### src/hw/rtl/edfjt_pkg.sv
// Shared types and codes for the earliest-deadline-first job table.
package edfjt_pkg;

  localparam int SLOT_W = 5;
  localparam int OCC_W  = 6;

  localparam logic [1:0] MODE_INSERT = 2'd0;
  localparam logic [1:0] MODE_PICK   = 2'd1;
  localparam logic [1:0] MODE_REMOVE = 2'd2;
  localparam logic [1:0] MODE_POP    = 2'd3;

  localparam logic [1:0] STAT_OK     = 2'd0;
  localparam logic [1:0] STAT_FULL   = 2'd1;
  localparam logic [1:0] STAT_EMPTY  = 2'd2;
  localparam logic [1:0] STAT_NOSLOT = 2'd3;

  typedef struct packed {
    logic [1:0]        mode;
    logic signed [7:0] task_tag;
    logic [1:0]        io_kind;
    logic [30:0]       deadline;
    logic [15:0]       request_count;
    logic [4:0]        slot;
  } req_t;

  typedef struct packed {
    logic [1:0]        status;
    logic [4:0]        job_slot;
    logic signed [7:0] job_task;
    logic [1:0]        job_kind;
    logic [30:0]       job_deadline;
    logic [15:0]       remaining;
    logic [5:0]        occupancy;
  } rsp_t;

  typedef struct packed {
    logic [30:0]       deadline;
    logic [15:0]       count;
    logic signed [7:0] tag;
    logic [1:0]        kind;
    logic [15:0]       stamp;
  } entry_t;

  typedef enum logic [1:0] {
    ST_IDLE,
    ST_SCAN,
    ST_DRAIN,
    ST_FINISH
  } state_t;

  typedef struct packed {
    logic capture;
    logic issue;
    logic commit;
  } ctrl_cmd_t;

  typedef struct packed {
    logic last;
    logic out_free;
  } ctrl_sts_t;

endpackage

### src/hw/rtl/edfjt_ctrl.sv
// Sequencer for the job table: accept, scan, drain, commit; remove skips scan and drain.
module edfjt_ctrl (
  input  logic                  clk,
  input  logic                  rst,
  input  logic                  req_valid,
  output logic                  req_ready,
  input  logic [1:0]            mode,
  input  edfjt_pkg::ctrl_sts_t  sts,
  output edfjt_pkg::ctrl_cmd_t  cmd
);
  import edfjt_pkg::*;

  state_t state, state_next;

  always_ff @(posedge clk) begin
    if (rst) begin
      state <= ST_IDLE;
    end else begin
      state <= state_next;
    end
  end

  always_comb begin
    state_next = state;
    req_ready  = 1'b0;
    cmd        = '0;
    case (state)
      ST_IDLE: begin
        req_ready = 1'b1;
        if (req_valid) begin
          cmd.capture = 1'b1;
          // remove needs no scan
          state_next = (mode == MODE_REMOVE) ? ST_FINISH : ST_SCAN;
        end
      end
      ST_SCAN: begin
        cmd.issue = 1'b1;
        if (sts.last) begin
          state_next = ST_DRAIN;
        end
      end
      ST_DRAIN: begin
        state_next = ST_FINISH;
      end
      ST_FINISH: begin
        // hold until the result register is free
        if (sts.out_free) begin
          cmd.commit = 1'b1;
          state_next = ST_IDLE;
        end
      end
      default: begin
        state_next = ST_IDLE;
      end
    endcase
  end

endmodule

### src/hw/rtl/edfjt_dp.sv
// Datapath of the job table: slot memory, valid bits, scan compare and result register.
module edfjt_dp #(
  parameter int SLOTS = 32
) (
  input  logic                  clk,
  input  logic                  rst,
  input  edfjt_pkg::req_t       req_item,
  input  edfjt_pkg::ctrl_cmd_t  cmd,
  output edfjt_pkg::ctrl_sts_t  sts,
  output logic                  res_valid,
  input  logic                  res_ready,
  output edfjt_pkg::rsp_t       res_item
);
  import edfjt_pkg::*;

  localparam int IW = (SLOTS > 1) ? $clog2(SLOTS) : 1;
  localparam int TW = $clog2(SLOTS + 1);
  localparam int XW = (IW > SLOT_W) ? IW : SLOT_W;

  req_t             held;
  logic [SLOTS-1:0] valid;
  entry_t           mem [SLOTS];
  logic [IW-1:0]    cnt;
  entry_t           rd_data;
  logic [IW-1:0]    rd_idx;
  logic             rd_vld;
  logic             rd_live;
  logic             found;
  logic [IW-1:0]    best_idx;
  entry_t           best;
  logic [15:0]      best_age;
  logic [15:0]      next_stamp;
  logic [TW-1:0]    total;

  logic [15:0]      rd_age;
  logic             take;
  rsp_t             rsp;
  logic             wr_en;
  entry_t           wr_entry;
  logic             set_en;
  logic             clr_en;
  logic [IW-1:0]    tgt;
  logic             stamp_inc;
  logic [TW-1:0]    total_next;
  logic [XW-1:0]    slot_x;
  logic             in_range;
  logic [15:0]      rem;

  assign rd_age   = next_stamp - rd_data.stamp;
  assign slot_x   = XW'(held.slot);
  assign in_range = (int'(held.slot) < SLOTS);
  assign rem      = (best.count != 16'd0) ? best.count - 16'd1 : 16'd0;

  assign sts.last     = (cnt == IW'(SLOTS - 1));
  assign sts.out_free = !res_valid || res_ready;

  // Scan compare on the slot read in the previous cycle.
  always_comb begin
    take = 1'b0;
    case (held.mode)
      MODE_INSERT: take = !rd_vld && !found;
      MODE_PICK: begin
        take = rd_vld && (!found || rd_data.deadline < best.deadline ||
                (rd_data.deadline == best.deadline && rd_age < best_age));
      end
      MODE_POP: take = rd_vld && (!found || rd_age > best_age);
      default:  take = 1'b0;
    endcase
  end

  always_comb begin
    rsp        = '0;
    rsp.status = STAT_OK;
    wr_en      = 1'b0;
    wr_entry   = best;
    set_en     = 1'b0;
    clr_en     = 1'b0;
    tgt        = best_idx;
    stamp_inc  = 1'b0;
    total_next = total;
    case (held.mode)
      MODE_INSERT: begin
        if (!found) begin
          rsp.status = STAT_FULL;
        end else begin
          wr_en          = 1'b1;
          wr_entry.deadline = held.deadline;
          wr_entry.count = held.request_count;
          wr_entry.tag   = held.task_tag;
          wr_entry.kind  = held.io_kind;
          wr_entry.stamp = next_stamp;
          set_en         = 1'b1;
          stamp_inc      = 1'b1;
          total_next     = total + TW'(1);
          rsp.job_slot   = SLOT_W'(best_idx);
        end
      end
      MODE_PICK: begin
        if (!found) begin
          rsp.status = STAT_EMPTY;
        end else begin
          wr_en            = 1'b1;
          wr_entry.count   = rem;
          rsp.job_slot     = SLOT_W'(best_idx);
          rsp.job_task     = best.tag;
          rsp.job_kind     = best.kind;
          rsp.job_deadline = best.deadline;
          rsp.remaining    = rem;
        end
      end
      MODE_REMOVE: begin
        tgt = slot_x[IW-1:0];
        if (!in_range || !valid[tgt]) begin
          rsp.status = STAT_NOSLOT;
        end else begin
          clr_en     = 1'b1;
          total_next = total - TW'(1);
        end
      end
      default: begin
        if (!found) begin
          rsp.status = STAT_EMPTY;
        end else begin
          clr_en           = 1'b1;
          total_next       = total - TW'(1);
          rsp.job_slot     = SLOT_W'(best_idx);
          rsp.job_task     = best.tag;
          rsp.job_kind     = best.kind;
          rsp.job_deadline = best.deadline;
          rsp.remaining    = best.count;
        end
      end
    endcase
    rsp.occupancy = OCC_W'(total_next);
  end

  always_ff @(posedge clk) begin
    if (rst) begin
      valid      <= '0;
      next_stamp <= 16'd0;
      total      <= '0;
      res_valid  <= 1'b0;
      rd_live    <= 1'b0;
      found      <= 1'b0;
      cnt        <= '0;
    end else begin
      rd_live <= cmd.issue;
      if (cmd.capture) begin
        cnt   <= '0;
        found <= 1'b0;
      end else begin
        if (cmd.issue) begin
          cnt <= cnt + IW'(1);
        end
        if (rd_live && take) begin
          found <= 1'b1;
        end
      end
      if (cmd.commit) begin
        if (set_en) begin
          valid[tgt] <= 1'b1;
        end
        if (clr_en) begin
          valid[tgt] <= 1'b0;
        end
        if (stamp_inc) begin
          next_stamp <= next_stamp + 16'd1;
        end
        total <= total_next;
      end
      if (cmd.commit) begin
        res_valid <= 1'b1;
      end else if (res_ready) begin
        res_valid <= 1'b0;
      end
    end
  end

  always_ff @(posedge clk) begin
    if (cmd.capture) begin
      held <= req_item;
    end
    if (cmd.issue) begin
      rd_data <= mem[cnt];
      rd_idx  <= cnt;
      rd_vld  <= valid[cnt];
    end
    if (rd_live && take) begin
      best_idx <= rd_idx;
      best     <= rd_data;
      best_age <= rd_age;
    end
    if (cmd.commit && wr_en) begin
      mem[tgt] <= wr_entry;
    end
    if (cmd.commit) begin
      res_item <= rsp;
    end
  end

`ifndef SYNTHESIS
  a_total_matches_valid: assert property (@(posedge clk) disable iff (rst)
    int'(total) == $countones(valid))
    else $error("job count differs from number of valid slots");

  a_total_bounded: assert property (@(posedge clk) disable iff (rst)
    int'(total) <= SLOTS)
    else $error("job count exceeds table size");

  a_commit_free: assert property (@(posedge clk) disable iff (rst)
    cmd.commit |-> (!res_valid || res_ready))
    else $error("result overwritten before it was taken");

  a_scan_order: assert property (@(posedge clk) disable iff (rst)
    (rd_live && $past(rd_live)) |-> (rd_idx == $past(rd_idx) + IW'(1)))
    else $error("scan skipped a slot");
`endif

endmodule

### src/hw/rtl/edf_job_table_unit.sv
// Top level of the earliest-deadline-first job table.
// Holds up to SLOTS jobs. Insert, pick and pop-oldest each walk every slot once through the
// single-read job memory, in the scan and drain states, before the result is registered in
// the finish state. Remove reads only the valid bit and goes from accept straight to finish.
// One request is worked on at a time; a new one is taken while the previous result still
// waits in the output register, and its own result is held back until that one has been
// taken. Slot valid bits are flip-flops cleared by reset, so the table is usable in the
// cycle after reset with no clearing pass.
module edf_job_table_unit #(
  parameter int SLOTS = 32
) (
  input  logic             clk,
  input  logic             rst,
  input  logic             req_valid,
  output logic             req_ready,
  input  edfjt_pkg::req_t  req_item,
  output logic             res_valid,
  input  logic             res_ready,
  output edfjt_pkg::rsp_t  res_item
);
  import edfjt_pkg::*;

  ctrl_cmd_t cmd;
  ctrl_sts_t sts;

  edfjt_ctrl u_ctrl (
    .clk       (clk),
    .rst       (rst),
    .req_valid (req_valid),
    .req_ready (req_ready),
    .mode      (req_item.mode),
    .sts       (sts),
    .cmd       (cmd)
  );

  edfjt_dp #(
    .SLOTS (SLOTS)
  ) u_dp (
    .clk       (clk),
    .rst       (rst),
    .req_item  (req_item),
    .cmd       (cmd),
    .sts       (sts),
    .res_valid (res_valid),
    .res_ready (res_ready),
    .res_item  (res_item)
  );

endmodule
### config.mk
export PLATFORM = sky130hd
export DESIGN_NAME = edf_job_table_unit
export DESIGN_NICKNAME = d
export VERILOG_FILES = /design/src/hw/rtl/edfjt_pkg.sv /design/src/hw/rtl/edfjt_ctrl.sv /design/src/hw/rtl/edfjt_dp.sv /design/src/hw/rtl/edf_job_table_unit.sv
export SDC_FILE = /design/constraint.sdc
export NUM_CORES = 2
export LEC_CHECK = 0
export BUFFER_PORTS_ARGS = -buffer_cell sky130_fd_sc_hd__buf_2
export CORE_UTILIZATION = 60
export CTS_CLUSTER_SIZE = 8
export DETAILED_ROUTE_END_ITERATION = 12
export PLACE_DENSITY = 0.76
export SYNTH_ARGS = -nofsm -noshare
export SYNTH_HDL_FRONTEND = slang
export SYNTH_SLANG_ARGS = --single-unit
export TNS_END_PERCENT = 30
### constraint.sdc
create_clock -name clk -period 10.65 [get_ports clk]
set_input_delay 1.065 -clock clk [delete_from_list [all_inputs] [get_ports clk]]
set_output_delay 1.065 -clock clk [all_outputs]
set_load 0.005 [all_outputs]
### Word level (Yosys, flattened, before mapping)

Memory sizes are Yosys's and may differ from the RTL's. A register that Yosys moved wholly into a read port is not among the register bits.
Index checks and enable logic that the tools add are counted.

| operators by class | value |
|---|---|
| muxes and demuxes | 51 |
| add/sub/neg operators | 6 |
| bitwise logic cells | 3 |
| reductions and logical operators | 23 |
| eq/ne operators | 12 |
| order comparisons | 7 |

Operators by type and width:

| cell | number |
|---|---|
| 32-bit 2-to-1 mux | 4 |
| 62-bit 2-to-1 mux | 2 |
| 57-bit case mux with 2 select lines | 1 |
| 73-bit 2-to-1 mux | 1 |
| 32-bit AND | 1 |
| 16-bit 2-to-1 mux | 2 |
| 32-bit inverter | 1 |
| 32-bit OR | 1 |
| 16-bit case mux with 2 select lines | 1 |
| 31-bit == test | 1 |
| 31-bit < comparator | 1 |
| 31-bit 2-to-1 mux | 1 |
| 26-bit 2-to-1 mux | 1 |
| 5-bit by 6-bit < comparator with 1-bit output (second input constant) | 3 |
| 1-bit 2-to-1 mux | 18 |
| 6-bit 2-to-1 mux | 3 |
| 6-bit case mux with 3 select lines | 1 |
| 16-bit by 1-bit adder with 16-bit output (second input constant) | 1 |
| 16-bit greater-than comparator | 1 |
| 16-bit < comparator | 1 |
| 16-bit nonzero test | 1 |
| 16-bit by 1-bit subtractor with 16-bit output (second input constant) | 1 |
| 16-bit subtractor | 1 |
| 5-bit case mux with 3 select lines | 1 |
| 24 further kinds | 52 |

| storage, ports and cells | value |
|---|---|
| register bits after elaboration | 298 |
| RAM bits | 2336 |
| memories kept | 1 |
| input bits | 68 |
| output and inout port bits | 72 |
| word-level logic and storage cells | 133 |

Memory list:

| memory | words | width | rd ports | clocked after memory_dff | wr ports | RTL line | source |
|---|---|---|---|---|---|---|---|
| u_dp.mem | 32 | 73 | 1 | 1 | 1 | edfjt_dp.sv:22 | `entry_t mem [SLOTS];` |

### Longest topological paths before layout

| depth | value |
|---|---|
| depth after elaboration | 12 |
| mapped depth | 18 |
| gate-level depth less buffers | 18 |

### Hierarchy

A second synthesis with hierarchy kept.

| unflattened totals | value |
|---|---|
| cell total of the unflattened synthesis | 4758 |
| area total of the unflattened synthesis | 105038.2 um^2 |

By module, submodules not included:

| module | cells each | seq. area each (um^2) | area each (um^2) | times used |
|---|---|---|---|---|
| edfjt_dp | 4735 | 80607.3 | 104840.6 | 1 |
| edfjt_ctrl | 23 | 40.0 | 197.7 | 1 |

### Worst setup path before layout

OpenSTA, ideal clock, no wires.

| timing path | value |
|---|---|
| kind | register to register |
| start point | register u_dp.next_stamp[0] |
| end point | register u_dp.best[0] in the netlist's numbering, enable pin |
| data required time | 10.047 ns |
| path buffers | 0 |
| cell stages (with the launch flop) | 19 |
| setup slack | 1.548 ns |
| library setup time | 0.603 ns |
| period minus slack after synthesis | 9.102 ns |
| arrival | 8.499 ns |
| cell sequence | dfxtp_1 > inv_1 > ha_1 > fa_1 > nor2b_1 > o21a_1 > o21ai_0 > a211oi_1 > a31oi_1 > or4_1 > nand3_1 > ha_1 > nand4_1 > nor2_1 > o21a_1 > a31o_2 > mux2i_1 > a21o_1 > a31oi_1 |

| between the ends | value |
|---|---|
| longest elaborated chain between the ends | 7 |
| elaborated cells on any way between the ends | 10 |
| those cells by class | add/sub (1); order compare (2); mux (1); reduce/logical (6) |

Ends and longest elaborated chain:

| what | RTL line | source |
|---|---|---|
| start, declared | edfjt_dp.sv:32 | `logic [15:0] next_stamp;` |
| start signal, assigned | edfjt_dp.sv:167 | `next_stamp <= next_stamp + 16'd1;` |
| 16-bit subtractor (*) | edfjt_dp.sv:49 | `assign rd_age = next_stamp - rd_data.stamp;` |
| via u_dp.rd_age[14] | edfjt_dp.sv:35 | `logic [15:0] rd_age;` |
| 16-bit < comparator | edfjt_dp.sv:64 | `(rd_data.deadline == best.deadline && rd_age < best_age));` |
| 1-bit logical AND | edfjt_dp.sv:64 |  |
| 1-bit logical OR | edfjt_dp.sv:63 | `take = rd_vld && (!found \|\| rd_data.deadline < best.deadline \|\|` |
| 1-bit logical AND | edfjt_dp.sv:63 |  |
| 1-bit case mux with 3 select lines (*) | edfjt_dp.sv:60 | `case (held.mode)` |
| 1-bit logical AND (*) | edfjt_dp.sv:188 | `if (rd_live && take) begin` |
| end signal, assigned | edfjt_dp.sv:190 | `best <= rd_data;` |
| end, declared | edfjt_dp.sv:30 | `entry_t best;` |

The timed path passes the listed nets; every way through them passes the cells marked *.
A chain may end at the register's enable or synchronous reset.

### Worst setup path after layout

| timing path | value |
|---|---|
| start point | register u_dp.next_stamp[0] |
| end point | register u_dp.best[17] in the netlist's numbering, enable pin |

The elaborated chain is that of the path after synthesis.

==> metrics.yaml <==
timing:
  fin_crit_sh_pct: 57.5
  finClkSkew_ns: 0.0752
  fin_tns_setup_ns: 0
  hold_ws_ns: 0.260
  finalCriticalPeriod_ns: 6.12
  max-slew-margin-rel_pct: 3.24
  finalSetupViolCount: 0
  rsz0062_at_grt: "false"
  tightest_slew_ns: 1.45
  drv_slew: 0
  max_clock_freq_ghz: 0.163
  hold_viol: 0
global_route:
  overflow: 0
  grt_pass1_wl_um: 384000
  grtUsageTotal_pct: 31.0
  grt_max_degree: 149
  antenna_found_initial: 2
  grt_pass1_vias: 54800
hold_path:
  min_path_type: "input pin to flip-flop"
die:
  die_w_um: 421
  initial_utilization_pct: 60.4
  coreArea_um2: 174000
  io-pin-count: 140
  die-area_um2: 177000
  die_h_um: 421
  fp-row-count: 153
worst_setup_path:
  critPathMaxStageDelay_ns: 0.89
  critPathRequiredTime_ns: 11.23
  cp_slowest_cell: "a31oi_4"
  start_kind: "flip-flop"
  worstPathCellList: "inv_1, ha_1, fa_1, nor2b_1, o21a_1, o21ai_0, a211oi_1, a31oi_1, or4_1, nand3_1, ha_1, a21oi_1, nand2_1, a211oi_1, nor3_1, a21o_1, a31oi_4, buf_4"
  crit_type: "flip-flop to flip-flop"
  critical_path_arrival_ns: 6.70
  reg2reg_slack_ns: 4.53
  cp-end-kind: "flip-flop"
  crit_fanout: 42
synthesis:
  synth.distinct_cells: 66
  syn_avg_cell_area_um2: 22.0
  yosys_register_bits: 2707
  async_reset_ff_share_pct: 0
  synth_top_area_cell: "edfxtp_1"
  syn_area_um2: 105000
  synth_top_area_share_pct: 75.5
  ys_warn_count: 0
  synth_nets: 4926
  synthTopCellsByArea: "edfxtp_1 (75%), mux4_2 (16%), dfxtp_1 (1.2%)"
  synth_edf_count: 2643
  ys_seq_area_share_pct: 76.7
  synthFlopType: "edfxtp_1"
  postSynthCellCount: 4784
routing:
  viasPerCell: 6.96
  dr.pass1.iters: 8
  ant_nets: 0
  drt_iter0_markers: 8230
  drt-total-wl_um: 269000
  drc: 0
  vias: 53200
  route.detailed.wl_per_inst_um: 35.2
cts:
  htree_levels: 5
  cts.repair.resized: 0
  root_buffer: "clkbuf_16"
  insertion_delay_ns: 0.98
  clk_pin_slew_ns: 0.05
  clkSinkCount: 2707
  ctsHoldBuffers: 0
  cts_buffer_depth: 4
  cts_tree: "yes"
  post_cts_buffers: 0
  numCtsBuffers: 388
cells_and_area:
  mostFrequentLayoutCell: "edfxtp_1"
  postLayoutCoreUtil_pct: 68.7
  design_area_um2: 120000
  fillers: 10000
  finish.net_count: 5357
  final_cell_mix: "edfxtp_1 (2643), mux4_2 (740), clkbuf_16 (391), nand2_1 (175), nor2_1 (140)"
  drive_gt1_share_pct: 29.7
  syn_to_final_growth_pct: 13.7
status:
  status: "completed"
pwr:
  comb_power_share_pct: 12.1
  powerDensity_nw_per_um2: 220
  power_uw: 26300
  clockPowerShare_pct: 40.8
  p_int_uw: 20200
  p_sw_share_pct: 23.2
  peakVddDrop_mv: 0.201
  power.switching_uw: 6110
  seq_power_share_pct: 47.1
  cellLeakagePower_uw: 0.0374
placed_design:
  dpl_cell_area_um2: 109000
  io_buffers: 139
  dp_hpwl_um: 132000
  gp_congestion: 0.901
flow_run:
  max-cap-violations: 0
## layer usage
layer,vias up,global-route usage (%),part of all wire (%)
li1,20800,-,-
met2,3828,49.4,49
met5,-,0,0
met3,748,6.26,10
met4,0,16.0,5.6
met1,27900,41.2,35
## critical path: cells and delay by family, from the launching register on
kind	cells	cell delay, ns
AO/OA/AOI/OAI	8	2.64
adder cells (fa/ha/maj)	3	0.90
buffers and inverters	2	0.84
flip-flops	1	0.42
AND/OR/NAND/NOR	5	0.89
## sequential cells by signal (all words and copies together), names as in the netlist
name / cells
u_dp.slot_x: 5
u_dp.found: 1
u_dp.rd_idx: 5
u_dp.res_valid: 1
u_dp.res_item: 70
u_ctrl.state: 2
u_dp.rd_vld: 1
u_dp.cnt: 5
u_dp.held: 59
u_dp.valid: 32
u_dp.mem: 2336
u_dp.best_idx: 5
u_dp.rd_live: 1
u_dp.next_stamp: 16
u_dp.best_age: 16
u_dp.rd_data: 73
u_dp.best: 73
u_dp.total: 6
## cell usage after synthesis, drive strengths merged (15+ instances only)
cell    number
a211oi      26
a21oi       77
a31oi       15
and3        22
buf         91
clkbuf     145
dfxtp       64
edfxtp    2643
ha          73
inv         89
mux2        76
mux2i       23
mux4       740
nand2      177
nand2b      16
nand3       20
nand4       15
nor2       173
nor3        32
o21ai       83
xnor2       20
xor2        16
## power groups by stage
stage	clock network, uW	registers [uW]	logic, uW
after floorplan	0	12500	2380
after global placement	0	12600	3090
after detailed placement	0	12600	3150
after CTS	10800	12400	3220
after global routing	11200	12400	3400
final	10700	12400	3190
## area by class of cell
class,instances,area (um2),area share (%)
Sequential cell,2707,80700,67.5
Multi-Input combinational cell,1752,23500,19.7
Clock buffer,486,10100,8.48
Tap cell,2325,2910,2.43
Timing Repair Buffer,277,1810,1.51
Inverter,89,337,0.282
Clock inverter,12,130,0.109
Antenna cell,1,2.50,0.00209
## path summary, 6_finish.rpt
check                           cells past startpoint                to          startpoint
worst max-delay path                               18     u_dp.best[17]  u_dp.next_stamp[0]
worst min-delay path                                1     u_dp.held[18]        req_item[18]
worst max register to register                     18     u_dp.best[17]  u_dp.next_stamp[0]
worst min register to register                      0  u_dp.best_idx[4]      u_dp.rd_idx[4]
## metrics by stage
stage	cells	setup WS (ns)
2_1_floorplan	4784	1.55
6_report	7649	4.53
5_1_grt	7648	4.16
3_3_place_gp	7150	4.71
3_5_place_dp	7150	4.63
4_1_cts	7648	4.58
## cells by family (layout without fill, tap and decap cells)
| group | Yosys count | count (layout) | share of synthesized area (%) |
|---|---|---|---|
| simple gates | 509 | 509 | 2.20 |
| buf+inv | 325 | 864 | 1.26 |
| flops | 2707 | 2707 | 76.7 |
| mux | 839 | 839 | 16.9 |
| fa+ha+maj | 74 | 74 | 0.888 |
| compound gates | 294 | 294 | 1.76 |
| other cells | 0 | 1 | 0 |
| xor+xnor | 36 | 36 | 0.300 |
No activity file was read; power rests on OpenSTA's default activity.
